[config.mk]
export PLATFORM = sky130hd
export DESIGN_NAME = breathing_led_ramp_unit
export DESIGN_NICKNAME = d
export VERILOG_FILES = /design/src/sv/blr_pkg.sv /design/src/sv/blr_front.sv /design/src/sv/blr_queue.sv /design/src/sv/blr_back.sv /design/src/sv/breathing_led_ramp_unit.sv
export SDC_FILE = /design/constraint.sdc
export NUM_CORES = 1
export LEC_CHECK = 0
export BUFFER_PORTS_ARGS = -buffer_cell sky130_fd_sc_hd__buf_2
export CAP_MARGIN = 20
export CORE_ASPECT_RATIO = 1.2
export CORE_UTILIZATION = 37
export CTS_CLUSTER_SIZE = 40
export DETAILED_ROUTE_END_ITERATION = 8
export GPL_TIMING_DRIVEN = 0
export MAX_ROUTING_LAYER = met4
export SYNTH_ARGS = -nofsm -noshare
export SYNTH_HDL_FRONTEND = slang
export SYNTH_SLANG_ARGS = --single-unit
[constraint.sdc]
create_clock -name clk -period 10.1 [get_ports clk]
set_input_delay 1.515 -clock clk [delete_from_list [all_inputs] [get_ports clk]]
set_output_delay 1.515 -clock clk [all_outputs]
set_load 0.005 [all_outputs]
[src/sv/blr_pkg.sv]
`default_nettype none
package blr_pkg;

  // hold length after each turn of the ramp, as loaded into the 4-bit counter
  localparam int unsigned HOLD_TICKS = 10;
  localparam logic [3:0]  HOLD_LOAD  = 4'(HOLD_TICKS);

  localparam int unsigned QUEUE_DEPTH_DEF = 4;
  localparam int unsigned LEVEL_W = 8;

  typedef enum logic [2:0] {
    REG_ENABLE = 3'd0,
    REG_STEP   = 3'd1,
    REG_MIN    = 3'd2,
    REG_MAX    = 3'd3,
    REG_RED    = 3'd4,
    REG_GREEN  = 3'd5,
    REG_BLUE   = 3'd6,
    REG_WHITE  = 3'd7
  } cfg_reg_t;

  typedef struct packed {
    logic       enable;
    logic [6:0] step;
    logic [7:0] min_level;
    logic [7:0] max_level;
  } ramp_cfg_t;

  typedef struct packed {
    logic [7:0] white;
    logic [7:0] blue;
    logic [7:0] green;
    logic [7:0] red;
  } color_t;

  // exact floor(p / 255) for p up to 255 * 255
  function automatic logic [7:0] div255(input logic [15:0] p);
    logic [16:0] s;
    s = {1'b0, p} + {9'd0, p[15:8]} + 17'd1;
    return s[15:8];
  endfunction

endpackage
`default_nettype wire

[src/sv/blr_front.sv]
`default_nettype none
module blr_front (
  input  wire logic              clk,
  input  wire logic              rst_n,
  input  wire logic              in_valid,
  input  wire logic              in_restart,
  output logic                   in_ready,
  input  wire blr_pkg::ramp_cfg_t cfg,
  input  wire logic              q_full,
  output logic                   push_valid,
  output logic [7:0]             push_level
);
  import blr_pkg::*;

  logic [7:0] level_r, level_nxt;
  logic       falling_r, falling_nxt;
  logic [3:0] hold_r, hold_nxt;

  logic       accept;
  logic [7:0] lvl0;
  logic       fall0;
  logic [7:0] lvl_hi;
  logic [7:0] lvl_c;
  logic [8:0] up_sum;
  logic [8:0] down_lim;
  logic       step_nz;

  assign in_ready = !q_full;
  assign accept   = in_valid && in_ready;

  always_comb begin
    lvl0     = in_restart ? cfg.min_level : level_r;
    fall0    = in_restart ? 1'b0 : falling_r;
    // max bound first, then min bound
    lvl_hi   = (lvl0 > cfg.max_level) ? cfg.max_level : lvl0;
    lvl_c    = (lvl_hi < cfg.min_level) ? cfg.min_level : lvl_hi;
    step_nz  = (cfg.step != 7'd0);
    up_sum   = {1'b0, lvl_c} + {2'b00, cfg.step};
    down_lim = {1'b0, cfg.min_level} + {2'b00, cfg.step};
  end

  always_comb begin
    level_nxt   = level_r;
    falling_nxt = falling_r;
    hold_nxt    = hold_r;
    if (accept) begin
      level_nxt   = lvl0;
      falling_nxt = fall0;
      if (cfg.enable) begin
        level_nxt = lvl_c;
        if (hold_r != 4'd0) begin
          hold_nxt = hold_r - 4'd1;
        end else if (!fall0) begin
          if (step_nz && (up_sum >= {1'b0, cfg.max_level})) begin
            level_nxt   = cfg.max_level;
            falling_nxt = 1'b1;
            hold_nxt    = HOLD_LOAD;
          end else begin
            level_nxt = up_sum[7:0];
          end
        end else begin
          if (step_nz && ({1'b0, lvl_c} <= down_lim)) begin
            level_nxt   = cfg.min_level;
            falling_nxt = 1'b0;
            hold_nxt    = HOLD_LOAD;
          end else begin
            level_nxt = lvl_c - {1'b0, cfg.step};
          end
        end
      end
    end
  end

  assign push_valid = accept && cfg.enable;
  assign push_level = lvl_c;

  always_ff @(posedge clk) begin
    if (!rst_n) begin
      level_r   <= 8'd0;
      falling_r <= 1'b0;
      hold_r    <= 4'd0;
    end else begin
      level_r   <= level_nxt;
      falling_r <= falling_nxt;
      hold_r    <= hold_nxt;
    end
  end

endmodule
`default_nettype wire

[src/sv/blr_queue.sv]
`default_nettype none
module blr_queue #(
  parameter int unsigned DEPTH = blr_pkg::QUEUE_DEPTH_DEF,
  parameter int unsigned WIDTH = blr_pkg::LEVEL_W
) (
  input  wire logic             clk,
  input  wire logic             rst_n,
  input  wire logic             push_valid,
  input  wire logic [WIDTH-1:0] push_data,
  output logic                  full,
  output logic                  pop_valid,
  output logic [WIDTH-1:0]      pop_data,
  input  wire logic             pop_ready
);
  import blr_pkg::*;

  localparam int unsigned AW = (DEPTH > 1) ? $clog2(DEPTH) : 1;
  localparam int unsigned CW = $clog2(DEPTH + 1);
  localparam logic [AW-1:0] LAST = AW'(DEPTH - 1);

  logic [WIDTH-1:0] slot_r [DEPTH];
  logic [AW-1:0]    wr_r, wr_nxt;
  logic [AW-1:0]    rd_r, rd_nxt;
  logic [CW-1:0]    cnt_r, cnt_nxt;
  logic             do_push, do_pop;

  assign full      = (cnt_r == CW'(DEPTH));
  assign pop_valid = (cnt_r != '0);
  assign pop_data  = slot_r[rd_r];
  assign do_push   = push_valid && !full;
  assign do_pop    = pop_valid && pop_ready;

  always_comb begin
    wr_nxt  = wr_r;
    rd_nxt  = rd_r;
    cnt_nxt = cnt_r;
    if (do_push) begin
      wr_nxt = (wr_r == LAST) ? '0 : wr_r + AW'(1);
    end
    if (do_pop) begin
      rd_nxt = (rd_r == LAST) ? '0 : rd_r + AW'(1);
    end
    if (do_push && !do_pop) begin
      cnt_nxt = cnt_r + CW'(1);
    end else if (!do_push && do_pop) begin
      cnt_nxt = cnt_r - CW'(1);
    end
  end

  always_ff @(posedge clk) begin
    if (do_push) begin
      slot_r[wr_r] <= push_data;
    end
  end

  always_ff @(posedge clk) begin
    if (!rst_n) begin
      wr_r  <= '0;
      rd_r  <= '0;
      cnt_r <= '0;
    end else begin
      wr_r  <= wr_nxt;
      rd_r  <= rd_nxt;
      cnt_r <= cnt_nxt;
    end
  end

endmodule
`default_nettype wire

[src/sv/blr_back.sv]
`default_nettype none
module blr_back (
  input  wire logic            clk,
  input  wire logic            rst_n,
  input  wire logic            pop_valid,
  input  wire logic [7:0]      pop_level,
  output logic                 pop_ready,
  input  wire blr_pkg::color_t targets,
  output logic                 out_valid,
  input  wire logic            out_ready,
  output blr_pkg::color_t      out_color,
  output logic                 out_changed
);
  import blr_pkg::*;

  // product stage
  logic        s1_v_r, s1_v_nxt;
  logic [15:0] prod_r [4];
  // output stage
  logic        out_v_r, out_v_nxt;
  color_t      color_r;
  logic        changed_r;
  color_t      last_r;

  logic   s2_load, s1_load;
  color_t scaled;

  assign s2_load   = s1_v_r && (!out_v_r || out_ready);
  assign s1_load   = !s1_v_r || s2_load;
  assign pop_ready = s1_load;

  always_comb begin
    scaled.red   = div255(prod_r[0]);
    scaled.green = div255(prod_r[1]);
    scaled.blue  = div255(prod_r[2]);
    scaled.white = div255(prod_r[3]);
  end

  always_comb begin
    s1_v_nxt = s1_load ? pop_valid : s1_v_r;
    if (s2_load) begin
      out_v_nxt = 1'b1;
    end else if (out_ready) begin
      out_v_nxt = 1'b0;
    end else begin
      out_v_nxt = out_v_r;
    end
  end

  always_ff @(posedge clk) begin
    if (s1_load && pop_valid) begin
      prod_r[0] <= 16'(targets.red)   * 16'(pop_level);
      prod_r[1] <= 16'(targets.green) * 16'(pop_level);
      prod_r[2] <= 16'(targets.blue)  * 16'(pop_level);
      prod_r[3] <= 16'(targets.white) * 16'(pop_level);
    end
    if (s2_load) begin
      color_r   <= scaled;
      changed_r <= (scaled != last_r);
    end
  end

  always_ff @(posedge clk) begin
    if (!rst_n) begin
      s1_v_r  <= 1'b0;
      out_v_r <= 1'b0;
      last_r  <= '0;
    end else begin
      s1_v_r  <= s1_v_nxt;
      out_v_r <= out_v_nxt;
      if (s2_load) begin
        last_r <= scaled;
      end
    end
  end

  assign out_valid   = out_v_r;
  assign out_color   = color_r;
  assign out_changed = changed_r;

endmodule
`default_nettype wire

[src/sv/breathing_led_ramp_unit.sv]
// Breathing ramp for an RGBW LED: a triangle brightness wave with a hold at
// each turn, scaling four target colours by level / 255.
// channels: in_* carries one tick word (restart flag); out_* carries the
//   scaled colour with a changed flag in tuser; cfg_* writes one register
//   per word (enable, step, min, max, then red, green, blue, white targets).
// each tick word updates the ramp state (level, direction, hold count) at the
//   accepting edge, so ticks go back to back while the queue is not full.
// a disabled tick gives no output word but still applies restart.
// an enabled tick reaches out_tvalid through the queue, the product register
//   and the output register, in that order.
// throughput: one word per cycle while out_tready stays high, set by the level
//   update at each accepting edge and the one-word-per-cycle back pipeline.
// when the receiver stalls, the back pipeline holds and the queue, four entries
//   by default, fills; in_tready drops only when the queue is full.
// reset: ramp at level 0, rising, no hold, last colour black, config at its
//   defaults (disabled, step 2, min 0, max 255, targets black).
// config writes are always ready and must only be made while the block is idle
`default_nettype none
module breathing_led_ramp_unit #(
  parameter int unsigned QUEUE_DEPTH = blr_pkg::QUEUE_DEPTH_DEF
) (
  input  wire logic        clk,
  input  wire logic        rst_n,
  // tick input
  input  wire logic        in_tvalid,
  output logic             in_tready,
  input  wire logic [7:0]  in_tdata,    // [0] restart, [7:1] zero
  // colour output
  output logic             out_tvalid,
  input  wire logic        out_tready,
  output logic [31:0]      out_tdata,   // [7:0] red_out, [15:8] green_out,
                                        // [23:16] blue_out, [31:24] white_out
  output logic [0:0]       out_tuser,   // [0] color_changed
  // register writes
  input  wire logic        cfg_valid,
  output logic             cfg_ready,
  input  wire logic [2:0]  cfg_index,
  input  wire logic [7:0]  cfg_data
);
  import blr_pkg::*;

  // configuration registers
  ramp_cfg_t ramp_r;
  color_t    tgt_r;

  // front to queue
  logic       push_valid;
  logic [7:0] push_level;
  logic       q_full;
  // queue to back
  logic       pop_valid;
  logic       pop_ready;
  logic [7:0] pop_level;

  color_t     color;
  logic       changed;

  assign cfg_ready = 1'b1;

  always_ff @(posedge clk) begin
    if (!rst_n) begin
      ramp_r.enable    <= 1'b0;
      ramp_r.step      <= 7'd2;
      ramp_r.min_level <= 8'd0;
      ramp_r.max_level <= 8'd255;
      tgt_r            <= '0;
    end else if (cfg_valid && cfg_ready) begin
      case (cfg_reg_t'(cfg_index))
        REG_ENABLE: ramp_r.enable    <= cfg_data[0];
        REG_STEP:   ramp_r.step      <= cfg_data[6:0];
        REG_MIN:    ramp_r.min_level <= cfg_data;
        REG_MAX:    ramp_r.max_level <= cfg_data;
        REG_RED:    tgt_r.red        <= cfg_data;
        REG_GREEN:  tgt_r.green      <= cfg_data;
        REG_BLUE:   tgt_r.blue       <= cfg_data;
        REG_WHITE:  tgt_r.white      <= cfg_data;
        default: begin
        end
      endcase
    end
  end

  // front: ramp state, clamps the level of each tick
  blr_front u_front (
    .clk        (clk),
    .rst_n      (rst_n),
    .in_valid   (in_tvalid),
    .in_restart (in_tdata[0]),
    .in_ready   (in_tready),
    .cfg        (ramp_r),
    .q_full     (q_full),
    .push_valid (push_valid),
    .push_level (push_level)
  );

  // short queue of clamped levels between front and back
  blr_queue #(
    .DEPTH (QUEUE_DEPTH),
    .WIDTH (LEVEL_W)
  ) u_queue (
    .clk        (clk),
    .rst_n      (rst_n),
    .push_valid (push_valid),
    .push_data  (push_level),
    .full       (q_full),
    .pop_valid  (pop_valid),
    .pop_data   (pop_level),
    .pop_ready  (pop_ready)
  );

  // back: scaling, change detect and output register
  blr_back u_back (
    .clk         (clk),
    .rst_n       (rst_n),
    .pop_valid   (pop_valid),
    .pop_level   (pop_level),
    .pop_ready   (pop_ready),
    .targets     (tgt_r),
    .out_valid   (out_tvalid),
    .out_ready   (out_tready),
    .out_color   (color),
    .out_changed (changed)
  );

  assign out_tdata    = color;
  assign out_tuser[0] = changed;

endmodule
`default_nettype wire

==> metrics.txt, run 1 <==
met3 usage=2.13%; crit start category=input pin; Syn Std Cell Area=0.0206 mm2; Synth-to-Final Area Change=10.7%; ys async rst share=0%; drt drc=0; share of cells above drive strength 1=6.43%; met2 Use GR=34.3%; cts bufs inserted=30; Die X=217 um; Seq cells post-synth=241; Crit path required time=10550 ps; status=finished, final reports clean; CTS tree=built; H-tree depth=1; Starting Density=37.5%; sw frac=39.0%; CP arrival=9540 ps; Worst Skew=9.57 ps; std cell rows=94; Leakage=10.3 nW; kind of critical path=in2reg; maximum vdd drop=0.150 mV; smallest hold slack=471 ps; Layout Nets=2695; GRT Overall Usage=19.3%; GR Layer Usage met1=22.4%; Setup Fix Bufs, Post-CTS=0; Pre-Repair DR Iteration Count=6; Internal=2.53 mW; wire length per cell=17.3 um; Port Buf Inserts=48; vias in the first global route=15.8k; setup TNS=0 ps; fin crit period=9090 ps; Post-CTS Resized=0; Post-Route WL=52.6 mm; clock power share=25.2%; Avg Cell Area, Syn=9.31 um2; largest net degree at the start of global routing=43; net switching power=1.62 mW; f_max=110 MHz; Max Root-Sink Buffers=3; CTS clk-pin slew, worst paths=60 ps; via count=15.7k; Die Footprint=0.0565 mm2; Worst-Skew Late Latency=570 ps; final hold vios=0; crit path max-delay cell type=o21ai_1; CTS root buffer=clkbuf_16; pre-CTS WS=534 ps; Overflow after GRT=0; Post-synth EDFFs=129; Mapped Cells=2208; Worst Path Buf+Inv=5; iteration-0 DRC count of the detailed router=1034; critical path's top delay family=compound AO/OA/AOI/OAI gates; max-slew violation count=0; CORE AREA=0.0548 mm2; sequential share of power=37.6%; Syn. warnings=0; hold crit path type=reg2reg; Seq/Total Area, Yosys=29.8%; total power=4.15 mW; first-pass GRT wire length=83.7 mm; Fillers=5435; crit-path max cell delay=650 ps; worst slew pin tran=991 ps; Final Setup Violations=0; CP Capture Type=flip-flop; Synth Flop Type=edfxtp_1; cts hold-fix bufs=0; RSZ-0062 raised after global routing=no; crit-path most repeated cell=nor2_1; drt via density=5.17; Die H=260 um; Routability Congestion=0.942; antenna violations before repair=2; grt peak-use layer=met2; DP Wirelength=41.7 mm; IO Pins=60; CTS sink count=241; Slew HR=33.9%; post-route ant nets=0; Final Cycle Share=90.0%; worst setup margin=1010 ps; pwr/cell area=182 mW/mm2; Netlist cell types=72; Syn Nets=2611; combinational share of power=37.2%; max cap viols=0; critical path fanouts, max=10
## cell usage after synthesis, types with 9 or more instances
cell type | instances | area, um2
nor2_1 | 135 | 507
and2_1 | 147 | 920
buf_1 | 18 | 67.6
nand4_1 | 16 | 100
o21ai_0 | 54 | 270
dfxtp_1 | 112 | 2240
o21a_1 | 10 | 75.1
or3_1 | 9 | 56.3
nand3_1 | 23 | 115
o211ai_1 | 22 | 165
o2111ai_1 | 10 | 87.6
nor3_1 | 47 | 235
a21oi_1 | 125 | 626
ha_1 | 231 | 2890
nand2b_1 | 18 | 113
nor2b_1 | 14 | 87.6
inv_1 | 263 | 987
xor2_1 | 24 | 210
and3_1 | 11 | 68.8
a21o_1 | 23 | 173
o21bai_1 | 9 | 67.6
fa_1 | 148 | 2960
mux2i_1 | 12 | 120
a211oi_1 | 21 | 158
clkbuf_1 | 57 | 214
a31oi_1 | 15 | 93.8
nand2_1 | 287 | 1080
edfxtp_1 | 129 | 3870
mux2_2 | 18 | 203
xnor2_1 | 87 | 762
## placed cells by master (no fill, tap or decap), types with 8 or more instances in the layout
cell type  count
a211oi_1      21
a21boi_0       8
a21o_1        23
a21oi_1      124
a31oi_1       15
and2_1       147
and3_1        11
buf_1         17
buf_2         55
clkbuf_1      63
clkbuf_16     32
dfxtp_1      112
edfxtp_1     129
fa_1         148
ha_1         231
inv_1        263
mux2_2        18
mux2i_1       12
mux4_2         8
nand2_1      287
nand2b_1      18
nand3_1       23
nand4_1       16
nor2_1       135
nor2b_1       14
nor3_1        47
o2111ai_1     10
o211ai_1      22
o21a_1        10
o21ai_0       54
o21bai_1       9
o22ai_1        8
or3_1          9
xnor2_1       87
xor2_1        24
## state kept, by name (all words and copies together), names as in the netlist, 2 cells and up, named ones only
signal,cells
u_queue.cnt_r,3
ramp_r,24
tgt_r,32
u_front.hold_r,4
u_queue.slot_r,32
u_queue.rd_r,2
u_front.level_r,8
u_back.prod_r,64
u_back.last_r,32
u_back.out_color,32
u_queue.wr_r,2
## path summary, 6_finish.rpt
check | depth (start not counted) | slack [ps] | from | end
worst min register to register | 2 | 470 | u_back.last_r[24] | u_back.last_r[24]
worst min-delay path | 2 | 470 | u_back.last_r[24] | u_back.last_r[24]
worst max-delay path | 35 | 1010 | in_tdata[0] | u_front.level_r[6]
worst max register to register | 35 | 1710 | ramp_r[15] | u_front.level_r[6]
## stage by stage
step,std cells,util [%],area [um2]
final,3038,41.5,22700
after global routing,3038,41.5,22700
after CTS,3036,41.5,22700
after detailed placement,2980,39.7,21800
after global placement,2976,39.6,21700
after floorplan,2208,-,20600
## layout make-up
class                      count  area [um2]  area share, %
multi-input combinational   1622       13100           57.8
sequential                   241        6120           26.9
inverter                     264         991           4.36
tap                          720         901           3.96
clock buffer                  40         851           3.74
buffer                        81         318           1.40
timing repair buffer          52         298           1.31
clock inverter                16         128          0.561
antenna                        2        5.00         0.0220
## power by group through the flow
stage                     registers (mW)  clock network [mW]  logic (mW)
after floorplan                     1.53                   0        1.03
after detailed placement            1.58                   0        1.54
after global placement              1.60                   0        1.47
final                               1.56                1.05        1.54
after global routing                1.59                1.11        1.72
after CTS                           1.56                1.07        1.55
## worst min-delay path: stages (launching register included)
cell     delay, ps
dfxtp_1        320
nand2_1         50
a21oi_1         50
## per-layer routing
layer	wire length [um]	part of all wire (%)	vias to the layer above
li1	-	-	7608
met1	22100	42	7650
met2	26500	50	346
met3	1950	3.7	117
met4	1980	3.8	0
met5	0	0	-
## cells by family (layout without fill, tap and decap cells)
kind of cell | count (synthesis) | after routing | synth area share (%)
flops | 241 | 241 | 29.8
fa+ha+maj | 380 | 380 | 28.5
other cells | 1 | 3 | 0.0182
simple gates | 733 | 733 | 16.9
mux | 38 | 38 | 2.45
compound gates | 359 | 359 | 11.3
buf+inv | 345 | 453 | 6.36
xor+xnor | 111 | 111 | 4.73
Note: power is estimated with default switching activity, not from simulation.
==> run 2, diff against run 1 <==
CORE_ASPECT_RATIO = 1.1   (was 1.2)
==> run 2 against run 1 <==
- critical path depth is the same
- global-route usage fell by 0.15 points
- clock skew is 7.1 ps higher
- count of clock-buffer cells in the layout did not move
- combinational power about the same
- sequential power about the same
- cell count is 0.36% higher
- core utilization up 0.062 points
- design area increased by 0.21%
- sequential share of layout area decreased by 0.056 points
- worst hold slack worse by 1.4 ps
- maximum frequency increased by 0.78%
- critical endpoint is now u_front.level_r[7]
==> metrics.txt, run 2 (synthesis gave the netlist of run 1 again) <==
Synth-to-Final Area Change=10.9%; RSZ-0062 raised after global routing=no; critical path fanouts, max=10; cts hold-fix bufs=0; CORE AREA=0.0548 mm2; largest net degree at the start of global routing=43; Slew HR=34.5%; Final Cycle Share=89.3%; f_max=111 MHz; r2r endpoint=u_front.level_r[7]; Post-Route WL=52.2 mm; status=finished, final reports clean; max-slew violation count=0; total power=4.20 mW; critical path's top delay family=compound AO/OA/AOI/OAI gates; hold path start=u_back.last_r[0]; CTS sink count=241; wire length per cell=17.1 um; hold depth=2; Worst Path Buf+Inv=5; GRT Overall Usage=19.2%; crit-path most repeated cell=nor2_1; pwr/cell area=184 mW/mm2; final hold vios=0; reg2reg path depth=35; CP Capture Type=flip-flop; Port Buf Inserts=48; fin crit period=9020 ps; first-pass GRT wire length=83.1 mm; Pre-Repair DR Iteration Count=5; DP Wirelength=40.9 mm; Worst Skew=16.7 ps; Crit path required time=10540 ps; hold endpoint=u_back.last_r[0]; Fillers=5402; Setup Fix Bufs, Post-CTS=0; CTS clk-pin slew, worst paths=60 ps; setup TNS=0 ps; Final Setup Violations=0; Worst-Skew Late Latency=560 ps; via count=15.7k; Die X=227 um; multi-input combinational cell area=0.0131 mm2; Die H=249 um; post-route ant nets=0; max FFs per register=64; drt drc=0; Reg2Reg Setup Slack=1800 ps; IO Pins=60; crit start category=input pin; std cell rows=90; CTS root buffer=clkbuf_16; Leakage=10.3 nW; iteration-0 DRC count of the detailed router=832; Layout Nets=2693; Overflow after GRT=0; share of cells above drive strength 1=6.06%; antenna violations before repair=2; Reg area=0.00612 mm2; commonest non-fill, non-tap cells in the layout=nand2_1 (287), inv_1 (263), ha_1 (231); cts bufs inserted=28; drt via density=5.15; maximum vdd drop=0.130 mV; worst slew pin tran=977 ps; max cap viols=0; Starting Density=37.5%; hold crit path type=reg2reg; commonest non-fill, non-tap cell in the layout=nand2_1; Most flops, register=u_back.prod_r; reg2reg start=ramp_r[15]; Post-CTS Resized=0; vias in the first global route=15.6k; crit-path max cell delay=650 ps; CP arrival=9460 ps; Max Root-Sink Buffers=3; CTS tree=built; crit path max-delay cell type=o21ai_1; Die Footprint=0.0565 mm2; Routability Congestion=0.962; H-tree depth=1; kind of critical path=in2reg
==> run 2: cell count changes in the layout (fill, tap and decap cells not counted) <==
cell        change
bufinv_16       +3
clkinv_2        -6
clkinvlp_4      -4
inv_6           -2
clkinv_1        +4
==> run 2: worst max-delay path by stage <==
stage	endpoint	cells after the start	startpoint
finish	u_front.level_r[7]	35	in_tdata[0]
global route	u_front.level_r[7]	35	in_tdata[0]
CTS	u_front.level_r[7]	35	in_tdata[0]
detailed placement	u_front.level_r[7]	35	in_tdata[0]
global placement	u_front.level_r[7]	29	in_tdata[0]
floorplan	u_front.level_r[5]	31	in_tdata[0]
==> run 2: metrics by stage <==
step	setup WS [ps]	hold WS (ps)	util (%)	cell area (um2)	cells
global route	536	490	41.6	22800	3049
finish	1080	470	41.6	22800	3049
CTS	1160	471	41.6	22800	3047
floorplan	2170	448	-	20600	2208
detailed placement	593	463	39.7	21800	2996
global placement	605	457	39.6	21700	2992
==> run 2: power breakdown <==
part | internal [mW] | switching [mW] | total (mW) | leakage (nW)
Sequential | 1.36 | 0.199 | 1.56 | 2.18
Combinational | 0.552 | 0.981 | 1.53 | 7.63
Clock | 0.685 | 0.420 | 1.11 | 0.491
Total | 2.60 | 1.60 | 4.20 | 10.3
==> run 2: layout make-up <==
| type | instances | share of cell area, % |
|---|---|---|
| clock buffers | 40 | 3.73 |
| repair buffers | 52 | 1.31 |
| diodes | 2 | 0.0220 |
| well taps | 736 | 4.04 |
| flip-flops and latches | 241 | 26.8 |
| inverters | 264 | 4.35 |
| multi-input cells | 1622 | 57.6 |
| plain buffers | 81 | 1.39 |
| clock inverters | 11 | 0.681 |
==> run 2: routing by layer <==
| metal | vias to the layer above | track usage (%) | wire length, um |
|---|---|---|---|
| met5 | - | - | 0 |
| met4 | 0 | 5.75 | 1590 |
| met3 | 92 | 2.36 | 2410 |
| met2 | 390 | 32.1 | 25600 |
| met1 | 7599 | 24.0 | 22600 |
| li1 | 7607 | - | - |
==> run 2: tightest hold or removal path: stages (launching register included) <==
cell and delay (ps):
dfxtp_1 310, nand2_1 60, a21oi_1 50
==> run 3, diff against run 2 <==
CORE_UTILIZATION = 35   (was 37)
==> run 3 against run 2 <==
- register-to-register slack worse by 210 ps
- clock power about the same
- sequential cell count unchanged
- die area up 5.7%
- cell count up 0.59%
- sequential share of layout area about the same
- critical path depth unchanged
==> metrics.txt, run 3 (synthesis gave the netlist of run 1 again) <==
kind of critical path=in2reg; Routability Congestion=0.939; Reg2Reg Setup Slack=1590 ps; Setup Fix Bufs, Post-CTS=0; crit start category=input pin; std cell rows=92; Starting Density=35.6%; pwr/cell area=184 mW/mm2; Final Setup Violations=0; critical path fanouts, max=10; CP arrival=9640 ps; hold endpoint=u_back.last_r[24]; Max Root-Sink Buffers=3; Final Cycle Share=91.1%; f_max=109 MHz; critical path's top delay family=compound AO/OA/AOI/OAI gates; Post-CTS Resized=0; cts hold-fix bufs=0; DP Wirelength=41.5 mm; share of cells above drive strength 1=6.14%; via count=15.8k; max cap viols=0; antenna violations before repair=2; GRT Overall Usage=18.2%; CTS tree=built; fin crit period=9200 ps; vias in the first global route=15.8k; status=finished, final reports clean; drt via density=5.15; final core utilization=39.6%; Worst Path Buf+Inv=5; CP Capture Type=flip-flop; wire length per cell=17.1 um; first-pass GRT wire length=83.4 mm; max FFs per register=64; Most flops, register=u_back.prod_r; r2r endpoint=u_front.level_r[6]; total power=4.20 mW; Worst Skew=16.7 ps; Layout Nets=2694; CORE AREA=0.0577 mm2; post-route ant nets=0; maximum vdd drop=0.129 mV; Final Cell Area=0.0228 mm2; reg2reg path depth=35; reg2reg start=ramp_r[15]; hold path start=u_back.last_r[24]; Leakage=10.3 nW; Crit path required time=10540 ps; Slew HR=37.2%; hold depth=2; largest net degree at the start of global routing=43; iteration-0 DRC count of the detailed router=981; CTS clk-pin slew, worst paths=60 ps; RSZ-0062 raised after global routing=no; hold crit path type=reg2reg; crit-path max cell delay=630 ps; Port Buf Inserts=48; commonest non-fill, non-tap cell in the layout=nand2_1; final hold vios=0; Die X=233 um; CTS root buffer=clkbuf_16; cts bufs inserted=29; Overflow after GRT=0; worst slew pin tran=943 ps; crit path max-delay cell type=o21ai_1; placed cell area=0.0218 mm2; crit path from=in_tdata[0]; Worst-Skew Late Latency=560 ps; H-tree depth=1; CTS sink count=241; Synth-to-Final Area Change=11.0%; Pre-Repair DR Iteration Count=7; setup TNS=0 ps; commonest non-fill, non-tap cells in the layout=nand2_1 (287), inv_1 (263), ha_1 (231); Post-Route WL=52.5 mm; smallest hold slack=470 ps; drt drc=0; max-slew violation count=0; IO Pins=60; Die Footprint=0.0597 mm2; crit-path most repeated cell=nor2_1; Die H=256 um
## run 3: area by class of cell
| class | instances | area (um2) |
|---|---|---|
| inverter | 264 | 991 |
| buffer | 81 | 318 |
| fill | 5694 | 34900 |
| clock buffer | 45 | 857 |
| clock inverter | 8 | 150 |
| tap | 752 | 941 |
| antenna | 2 | 5.00 |
| sequential | 241 | 6120 |
| multi-input combinational | 1622 | 13100 |
| timing repair buffer | 52 | 298 |
## run 3: report_power, final
part	switching [mW]	leakage, nW	internal (mW)
Sequential	0.200	2.18	1.36
Clock	0.414	0.489	0.684
Combinational	0.986	7.63	0.552
## run 3: stage by stage
step | setup slack (ps) | cells
6_report | 901 | 3067
2_1_floorplan | 2170 | 2208
3_5_place_dp | 454 | 3011
4_1_cts | 1030 | 3064
5_1_grt | 451 | 3067
3_3_place_gp | 621 | 3008
## run 3: how the worst max path moves through the flow
| stage | cells after the start | slack [ps] | to |
|---|---|---|---|
| 5_1_grt | 35 | 450 | u_front.level_r[6] |
| 3_3_place_gp | 35 | 620 | u_front.level_r[6] |
| 2_1_floorplan | 31 | 2170 | u_front.level_r[5] |
| 6_report | 35 | 900 | u_front.level_r[6] |
| 4_1_cts | 35 | 1030 | u_front.level_r[6] |
| 3_5_place_dp | 35 | 450 | u_front.level_r[6] |
## run 3: routing by layer
| layer | wire [um] | GRT usage, % | vias to the layer above |
|---|---|---|---|
| met3 | 2540 | 2.53 | 113 |
| met4 | 1960 | 6.68 | 0 |
| met1 | 22500 | 22.0 | 7661 |
| met2 | 25500 | 30.5 | 408 |
| li1 | - | - | 7612 |
| met5 | 0 | - | - |
## run 3: worst register-to-register path: cells and delay by family, from the launching register on
kind,cells,cell delay [ps]
mux,3,1050
fa+ha+maj,5,1360
flops,1,300
xor+xnor,1,150
simple gates,7,1120
compound gates,13,3020
buf+inv,6,1390
